File: config.mk
export PLATFORM = sky130hd
export DESIGN_NAME = key_value_table_unit
export DESIGN_NICKNAME = d
export VERILOG_FILES = /design/src/hw/rtl/kvt_pkg.sv /design/src/hw/rtl/kvt_front.sv /design/src/hw/rtl/kvt_back.sv /design/src/hw/rtl/key_value_table_unit.sv
export SDC_FILE = /design/constraint.sdc
export NUM_CORES = 1
export LEC_CHECK = 0
export BUFFER_PORTS_ARGS = -buffer_cell sky130_fd_sc_hd__clkbuf_2
export CAP_MARGIN = 20
export CORE_MARGIN = 4
export CORE_UTILIZATION = 35
export CTS_CLUSTER_SIZE = 8
export DETAILED_ROUTE_END_ITERATION = 8
export GPL_TIMING_DRIVEN = 0
export HOLD_SLACK_MARGIN = 0.02
export SLEW_MARGIN = 20
export SYNTH_ARGS = -nofsm -noshare
export SYNTH_HDL_FRONTEND = slang
export SYNTH_HIERARCHICAL = 1
export SYNTH_SLANG_ARGS = --single-unit
File: constraint.sdc
create_clock -name clk -period 11.27 [get_ports clk]
set_input_delay 0 -clock clk [delete_from_list [all_inputs] [get_ports clk]]
set_output_delay 0 -clock clk [all_outputs]
set_load 0.02 [all_outputs]
File: src/hw/rtl/kvt_pkg.sv
// Shared types and constants for the key/value table.
`timescale 1ns / 1ps

package kvt_pkg;

  localparam int DefTableDepth = 16;
  localparam int DefKeyWidth   = 32;
  localparam int DefValueWidth = 32;
  localparam int OpWidth       = 2;
  localparam int StatusWidth   = 2;
  localparam int CountOutWidth = 5;

  typedef enum logic [OpWidth-1:0] {
    OP_INSERT = 2'd0,
    OP_REMOVE = 2'd1,
    OP_LOOKUP = 2'd2,
    OP_NOP    = 2'd3
  } op_t;

  typedef enum logic [StatusWidth-1:0] {
    ST_OK      = 2'd0,
    ST_DUP     = 2'd1,
    ST_MISSING = 2'd2,
    ST_FULL    = 2'd3
  } status_t;

  typedef enum logic [1:0] {
    B_IDLE,
    B_EXEC,
    B_RESP
  } back_state_t;

endpackage

File: src/hw/rtl/kvt_front.sv
// Front end: accepts request transactions, decodes them and queues them for the back end.
`timescale 1ns / 1ps

module kvt_front #(
  parameter int KEY_WIDTH   = kvt_pkg::DefKeyWidth,
  parameter int VALUE_WIDTH = kvt_pkg::DefValueWidth
) (
  input  logic                     clk,
  input  logic                     rst,
  input  logic                     s_tvalid,
  output logic                     s_tready,
  // operation, key, value (from bit 0), zero padded to bytes
  input  logic [((kvt_pkg::OpWidth+KEY_WIDTH+VALUE_WIDTH+7)/8)*8-1:0] s_tdata,
  output logic                     cmd_valid,
  input  logic                     cmd_ready,
  output kvt_pkg::op_t             cmd_op,
  output logic [KEY_WIDTH-1:0]     cmd_key,
  output logic [VALUE_WIDTH-1:0]   cmd_value
);
  import kvt_pkg::*;

  localparam int KeyLsb   = OpWidth;
  localparam int ValueLsb = OpWidth + KEY_WIDTH;

  op_t                    q_op    [2];
  logic [KEY_WIDTH-1:0]   q_key   [2];
  logic [VALUE_WIDTH-1:0] q_value [2];
  logic                   wr_ptr;
  logic                   rd_ptr;
  logic [1:0]             fill;
  logic                   push;
  logic                   pop;
  op_t                    in_op;

  assign in_op     = op_t'(s_tdata[OpWidth-1:0]);
  assign s_tready  = (fill != 2'd2);
  assign cmd_valid = (fill != 2'd0);
  assign push      = s_tvalid && s_tready;
  assign pop       = cmd_valid && cmd_ready;
  assign cmd_op    = q_op[rd_ptr];
  assign cmd_key   = q_key[rd_ptr];
  assign cmd_value = q_value[rd_ptr];

  always_ff @(posedge clk) begin
    if (rst) begin
      wr_ptr <= 1'b0;
      rd_ptr <= 1'b0;
      fill   <= 2'd0;
    end else begin
      if (push) wr_ptr <= ~wr_ptr;
      if (pop) rd_ptr <= ~rd_ptr;
      if (push && !pop) fill <= fill + 2'd1;
      else if (pop && !push) fill <= fill - 2'd1;
    end
  end

  always_ff @(posedge clk) begin
    if (push) begin
      q_op[wr_ptr]    <= in_op;
      q_key[wr_ptr]   <= s_tdata[KeyLsb +: KEY_WIDTH];
      q_value[wr_ptr] <= s_tdata[ValueLsb +: VALUE_WIDTH];
    end
  end

endmodule

File: src/hw/rtl/kvt_back.sv
// Back end: parallel key match, slot update, value store and result register.
`timescale 1ns / 1ps

module kvt_back #(
  parameter int TABLE_DEPTH = kvt_pkg::DefTableDepth,
  parameter int KEY_WIDTH   = kvt_pkg::DefKeyWidth,
  parameter int VALUE_WIDTH = kvt_pkg::DefValueWidth
) (
  input  logic                   clk,
  input  logic                   rst,
  input  logic                   cmd_valid,
  output logic                   cmd_ready,
  input  kvt_pkg::op_t           cmd_op,
  input  logic [KEY_WIDTH-1:0]   cmd_key,
  input  logic [VALUE_WIDTH-1:0] cmd_value,
  output logic                   m_tvalid,
  input  logic                   m_tready,
  // status, found_value, entry_count (from bit 0), zero padded to bytes
  output logic [((kvt_pkg::StatusWidth+VALUE_WIDTH+kvt_pkg::CountOutWidth+7)/8)*8-1:0] m_tdata
);
  import kvt_pkg::*;

  localparam int IdxW    = $clog2(TABLE_DEPTH);
  localparam int CntW    = $clog2(TABLE_DEPTH + 1);
  localparam int OutBits = StatusWidth + VALUE_WIDTH + CountOutWidth;
  localparam int OutW    = ((OutBits + 7) / 8) * 8;

  back_state_t state, state_next;

  logic [TABLE_DEPTH-1:0] slot_valid;
  logic [KEY_WIDTH-1:0]   slot_key  [TABLE_DEPTH];
  logic [VALUE_WIDTH-1:0] value_mem [TABLE_DEPTH];
  logic [VALUE_WIDTH-1:0] rd_data;
  logic [CntW-1:0]        occupied;
  logic [CntW-1:0]        count_next;

  op_t                    op_r;
  logic [KEY_WIDTH-1:0]   key_r;
  logic [VALUE_WIDTH-1:0] value_r;
  logic [TABLE_DEPTH-1:0] match_r;
  logic [TABLE_DEPTH-1:0] match_now;

  logic [IdxW-1:0]        hit_idx;
  logic [IdxW-1:0]        free_idx;
  logic                   hit_any;
  logic                   any_free;
  logic                   do_insert;
  logic                   do_remove;
  status_t                exec_status;

  status_t                res_status;
  logic [CountOutWidth-1:0] res_count;
  logic                   res_found;

  status_t                out_status;
  logic [VALUE_WIDTH-1:0] out_found;
  logic [CountOutWidth-1:0] out_count;

  logic                   out_free;
  logic                   load_cmd;
  logic                   load_out;

  always_comb begin
    for (int i = 0; i < TABLE_DEPTH; i++) begin
      match_now[i] = slot_valid[i] && (slot_key[i] == cmd_key);
    end
  end

  // keys are unique, so at most one match bit is set
  always_comb begin
    hit_idx = '0;
    for (int i = 0; i < TABLE_DEPTH; i++) begin
      if (match_r[i]) hit_idx = hit_idx | IdxW'(i);
    end
  end

  always_comb begin
    free_idx = '0;
    for (int i = TABLE_DEPTH - 1; i >= 0; i--) begin
      if (!slot_valid[i]) free_idx = IdxW'(i);
    end
  end

  assign hit_any  = |match_r;
  assign any_free = ~&slot_valid;

  always_comb begin
    exec_status = ST_OK;
    do_insert   = 1'b0;
    do_remove   = 1'b0;
    count_next  = occupied;
    unique case (op_r)
      OP_INSERT: begin
        if (hit_any) exec_status = ST_DUP;
        else if (!any_free) exec_status = ST_FULL;
        else begin
          do_insert  = 1'b1;
          count_next = occupied + CntW'(1);
        end
      end
      OP_REMOVE: begin
        if (hit_any) begin
          do_remove  = 1'b1;
          count_next = occupied - CntW'(1);
        end else begin
          exec_status = ST_MISSING;
        end
      end
      OP_LOOKUP: begin
        if (!hit_any) exec_status = ST_MISSING;
      end
      OP_NOP: begin
        exec_status = ST_OK;
      end
      default: begin
        exec_status = ST_OK;
      end
    endcase
  end

  assign out_free = !m_tvalid || m_tready;

  always_comb begin
    state_next = state;
    cmd_ready  = 1'b0;
    load_out   = 1'b0;
    unique case (state)
      B_IDLE: begin
        cmd_ready = 1'b1;
        if (cmd_valid) state_next = B_EXEC;
      end
      B_EXEC: begin
        state_next = B_RESP;
      end
      B_RESP: begin
        if (out_free) begin
          load_out   = 1'b1;
          cmd_ready  = 1'b1;
          state_next = cmd_valid ? B_EXEC : B_IDLE;
        end
      end
      default: begin
        state_next = B_IDLE;
      end
    endcase
  end

  assign load_cmd = cmd_valid && cmd_ready;

  always_ff @(posedge clk) begin
    if (rst) state <= B_IDLE;
    else state <= state_next;
  end

  always_ff @(posedge clk) begin
    if (rst) begin
      slot_valid <= '0;
      occupied   <= '0;
    end else if (state == B_EXEC) begin
      occupied <= count_next;
      if (do_insert) slot_valid[free_idx] <= 1'b1;
      if (do_remove) slot_valid[hit_idx] <= 1'b0;
    end
  end

  always_ff @(posedge clk) begin
    if (load_cmd) begin
      op_r    <= cmd_op;
      key_r   <= cmd_key;
      value_r <= cmd_value;
      match_r <= match_now;
    end
    if (state == B_EXEC) begin
      res_status <= exec_status;
      res_count  <= CountOutWidth'(count_next);
      res_found  <= (op_r == OP_LOOKUP) && hit_any;
      if (do_insert) slot_key[free_idx] <= key_r;
    end
  end

  always_ff @(posedge clk) begin
    if (state == B_EXEC && do_insert) value_mem[free_idx] <= value_r;
    if (state == B_EXEC) rd_data <= value_mem[hit_idx];
  end

  always_ff @(posedge clk) begin
    if (rst) m_tvalid <= 1'b0;
    else if (load_out) m_tvalid <= 1'b1;
    else if (m_tready) m_tvalid <= 1'b0;
  end

  always_ff @(posedge clk) begin
    if (load_out) begin
      out_status <= res_status;
      out_found  <= res_found ? rd_data : '0;
      out_count  <= res_count;
    end
  end

  assign m_tdata = OutW'({out_count, out_found, out_status});

endmodule

File: src/hw/rtl/key_value_table_unit.sv
// Top level of the key/value table: request front end, queue and table back end.
//
// Usage:
//   s_tvalid/s_tready/s_tdata carry requests: operation (insert, remove,
//   lookup, or no-op for code three), key and value. m_tvalid/m_tready/m_tdata
//   carry one result per request: status, found value and the entry count
//   after the operation.
//   A request waits in a two-entry queue in the front end. The back end takes
//   it, matches the key against all slots in parallel as it takes it,
//   updates the slot and value store in the next cycle, and registers the result.
//   The back end takes a new request only once it has passed the previous
//   result to the output register, so its match-then-update sequence on the
//   slot table serves one request at a time.
//   Reset clears all slot valid bits, the entry count, the queue and the
//   result valid flag; the table is ready in the first cycle after reset.
//   When the receiver stalls, the result holds, the back end waits, and the
//   queue still takes up to two more requests before s_tready drops.
`timescale 1ns / 1ps

module key_value_table_unit #(
  parameter int TABLE_DEPTH = kvt_pkg::DefTableDepth,
  parameter int KEY_WIDTH   = kvt_pkg::DefKeyWidth,
  parameter int VALUE_WIDTH = kvt_pkg::DefValueWidth
) (
  input  logic clk,
  input  logic rst,
  input  logic s_tvalid,
  output logic s_tready,
  // operation, key, value (from bit 0), zero padded to bytes
  input  logic [((kvt_pkg::OpWidth+KEY_WIDTH+VALUE_WIDTH+7)/8)*8-1:0] s_tdata,
  output logic m_tvalid,
  input  logic m_tready,
  // status, found_value, entry_count (from bit 0), zero padded to bytes
  output logic [((kvt_pkg::StatusWidth+VALUE_WIDTH+kvt_pkg::CountOutWidth+7)/8)*8-1:0] m_tdata
);
  import kvt_pkg::*;

  logic                   cmd_valid;
  logic                   cmd_ready;
  op_t                    cmd_op;
  logic [KEY_WIDTH-1:0]   cmd_key;
  logic [VALUE_WIDTH-1:0] cmd_value;

  kvt_front #(
    .KEY_WIDTH  (KEY_WIDTH),
    .VALUE_WIDTH(VALUE_WIDTH)
  ) u_front (
    .clk      (clk),
    .rst      (rst),
    .s_tvalid (s_tvalid),
    .s_tready (s_tready),
    .s_tdata  (s_tdata),
    .cmd_valid(cmd_valid),
    .cmd_ready(cmd_ready),
    .cmd_op   (cmd_op),
    .cmd_key  (cmd_key),
    .cmd_value(cmd_value)
  );

  kvt_back #(
    .TABLE_DEPTH(TABLE_DEPTH),
    .KEY_WIDTH  (KEY_WIDTH),
    .VALUE_WIDTH(VALUE_WIDTH)
  ) u_back (
    .clk      (clk),
    .rst      (rst),
    .cmd_valid(cmd_valid),
    .cmd_ready(cmd_ready),
    .cmd_op   (cmd_op),
    .cmd_key  (cmd_key),
    .cmd_value(cmd_value),
    .m_tvalid (m_tvalid),
    .m_tready (m_tready),
    .m_tdata  (m_tdata)
  );

endmodule

==> flow_summary.toml <==
[run_status]
status = "completed"

[sta]
hold_slack_ps = 41.18
report.final.slew_viol_count = 0
final-hold-violation-count = 0
fin_skew_ps = 35.63
slew_headroom = 0.1635
fin_crit_sh = 0.4870
tightest_slew_ps = 1255
finalCriticalPeriod_ps = 5489
max_freq_mhz = 182.2
rsz0062_at_grt = "no"
setup_violations = 0

[clock_tree]
clk_path_buf_depth = 3
cts_root_buffer = "clkbuf_16"
cts_buffers = 187
htree_levels = 4
clk_pin_slew_worst_paths_ps = 50
clock-sinks = 1346
cts_tree = "yes"
postCtsSetupBuffers = 0
clkLatencyLatePin_ps = 790

[setup_path]
crit_family = "simple AND/OR/NAND/NOR gates"
cp_num_buf_inv = 4
critPathLaunchType = "flop"
worstPathArrival_ps = 5960
endpoint_kind = "flop"
slowest_delay_ps = 910
crit_path_top_delay_cell = "clkbuf_1"
critPathRequiredTime_ps = 11740
cp_max_fo = 10
crit_chain = "buf_4 > buf_6 > mux2_2 > clkbuf_1 > clkbuf_1 > xnor2_1 > nand4_1 > nor4_1 > nand4_1 > nor4_1"
crit_type = "flop to flop"

[routing]
wl_mm = 146.1
viasPerCell = 5.339
wl_per_cell_um = 28.12
first_pass_iters = 6
drc = 0
ant_nets = 0
num_vias = 27740
drt-initial-drc-count = 3426

[logic_synthesis]
synth_area_per_cell_um2 = 19.24
yosys_warnings = 6
post_synth_and_or_nand_nor_area_fraction = 0.04013
ys_async_sr_fraction = 0
ys_seq_elements = 1346
synth-xor-area-share = 0.08675
syn_inst = 2707
synth.distinct_cells = 63
synthFlopType = "edfxtp_1"
synth.cell_area_um2 = 52090
ys_seq_area_frac = 0.7703
synth_top_family_by_area = "XOR/XNOR gates"
synthAdderAreaFrac = 0.001441
synth.net_count = 2789
synth_edf_count = 1317
synth_mux_area_frac = 0.07018
synth_compound_area_frac = 0.01965

[grt]
grt_max_degree = 46
overflow = 0
grt_pass1_wl_mm = 206.1
antenna_found_initial = 8
first_global_vias = 27350
grt_use_total = 0.1857

[cells_and_area]
final_cell_mix = "edfxtp_1, xnor2_1, clkbuf_16, dlygate4sd3_1, clkbuf_2"
drive_gt1_frac = 0.2035
final_cell_count_no_fill = 5196
fin_nets = 3294
final_common_cell = "edfxtp_1"
syn_to_final_growth_pct = 21.16
design_area_um2 = 63110

[die]
core_area_um2 = 147800
io_pins = 118
die_area_um2 = 155100
die_width_um = 393.8
initial_core_util = 0.3524
die_height_um = 393.8
rows = 141

[flow_run]
maxCapViolCount = 0

[worst_hold_path]
hold_path_class = "input pin to flop"

[placed_design]
dpl.hpwl_mm = 91.84
gp_congestion = 0.8024
port_buffers = 110
placed_cells = 4820
dpl_cell_area_um2 = 56720

[power_and_ir_drop]
peakVddDrop_mv = 0.1688
power.leakage_nw = 19.82
power.density_nw_per_um2 = 224.2
[cell usage after synthesis (21+ instances only)]
master | count | share of area
nand4_1 | 115 | 0.014
mux2_2 | 66 | 0.014
dfxtp_1 | 29 | 0.011
xnor2_1 | 424 | 0.071
nor4_1 | 60 | 0.0072
and2_1 | 40 | 0.0048
nand2_1 | 51 | 0.0037
xor2_1 | 92 | 0.015
nor2_1 | 33 | 0.0024
edfxtp_1 | 1317 | 0.76
a22oi_1 | 64 | 0.0092
mux4_2 | 128 | 0.055
nand3_1 | 21 | 0.0020
clkbuf_1 | 99 | 0.0071
[registers in the layout (all words and copies together) (netlist names), 32 cells and up, named ones only]
name / cells
u_front/q_value: 64
u_back/key_r: 32
u_back/value_r: 32
u_back/out_found: 32
u_back/slot_key: 512
u_back/rd_data: 32
u_front/q_key: 64
u_back/value_mem: 512
[kinds of logic after synthesis]
| kind of cell | Yosys count |
|---|---|
| other | 1 |
| flip-flops | 1346 |
| multiplexers | 197 |
| XOR/XNOR | 516 |
| adder cells (fa/ha/maj) | 6 |
| buffers and inverters | 140 |
| AO/OA/AOI/OAI | 135 |
| AND/OR/NAND/NOR | 366 |
[final timing paths]
path	from	endpoint	slack [ps]	depth (start not counted)
hold / removal	s_tdata[2]	u_front/q_key[1][0]	40	2
setup reg to reg	flop	u_back/match_r[4]	5780	10
hold reg to reg	u_back/res_count[2]	u_back/out_count[2]	410	0
setup / recovery	flop	u_back/match_r[4]	5780	10
[timing repair]
action | CTS | global route
hold endpoints to repair | 199 | 0
resized for setup | 0 | 0
hold buffers | 133 | 0
[layout make-up]
cell class              count  area (um2)
fillers                 12850       84730
flip-flops and latches   1346       40130
multi-input cells        1221       11510
clock buffers             231        4961
repair buffers            316        3363
well taps                1930        2415
plain buffers             129       580.6
clock inverters             9       97.59
inverters                  11       47.55
diodes                      3       7.507
[stage by stage]
stage	setup WS, ps	power, mW	setup TNS [ps]	util
final	5781	14.15	0	0.4269
after global routing	5627	14.62	0	0.4269
after CTS	5660	14.25	0	0.4269
after detailed placement	5679	9.223	0	0.3836
after global placement	-2448	9.153	-237000	0.3724
after floorplan	4173	7.989	0	-
[routing by layer]
metal,wire [um],track usage,vias to the layer above
met5,0,0,-
met4,3646,0.05111,0
met2,69030,0.2989,1511
met3,12800,0.03305,231
met1,60660,0.2607,14410
li1,-,-,11590
[report_power, final]
| group | switching (mW) | total [mW] | internal [mW] | leakage (nW) |
|---|---|---|---|---|
| clock | 1.96 | 4.98 | 3.02 | 2.46 |
| combinational | 1.43 | 2.24 | 0.813 | 5.18 |
| sequential | 0.637 | 6.93 | 6.30 | 12.2 |
| total | 4.02 | 14.1 | 10.1 | 19.8 |
(Power assumes the default switching activity.)
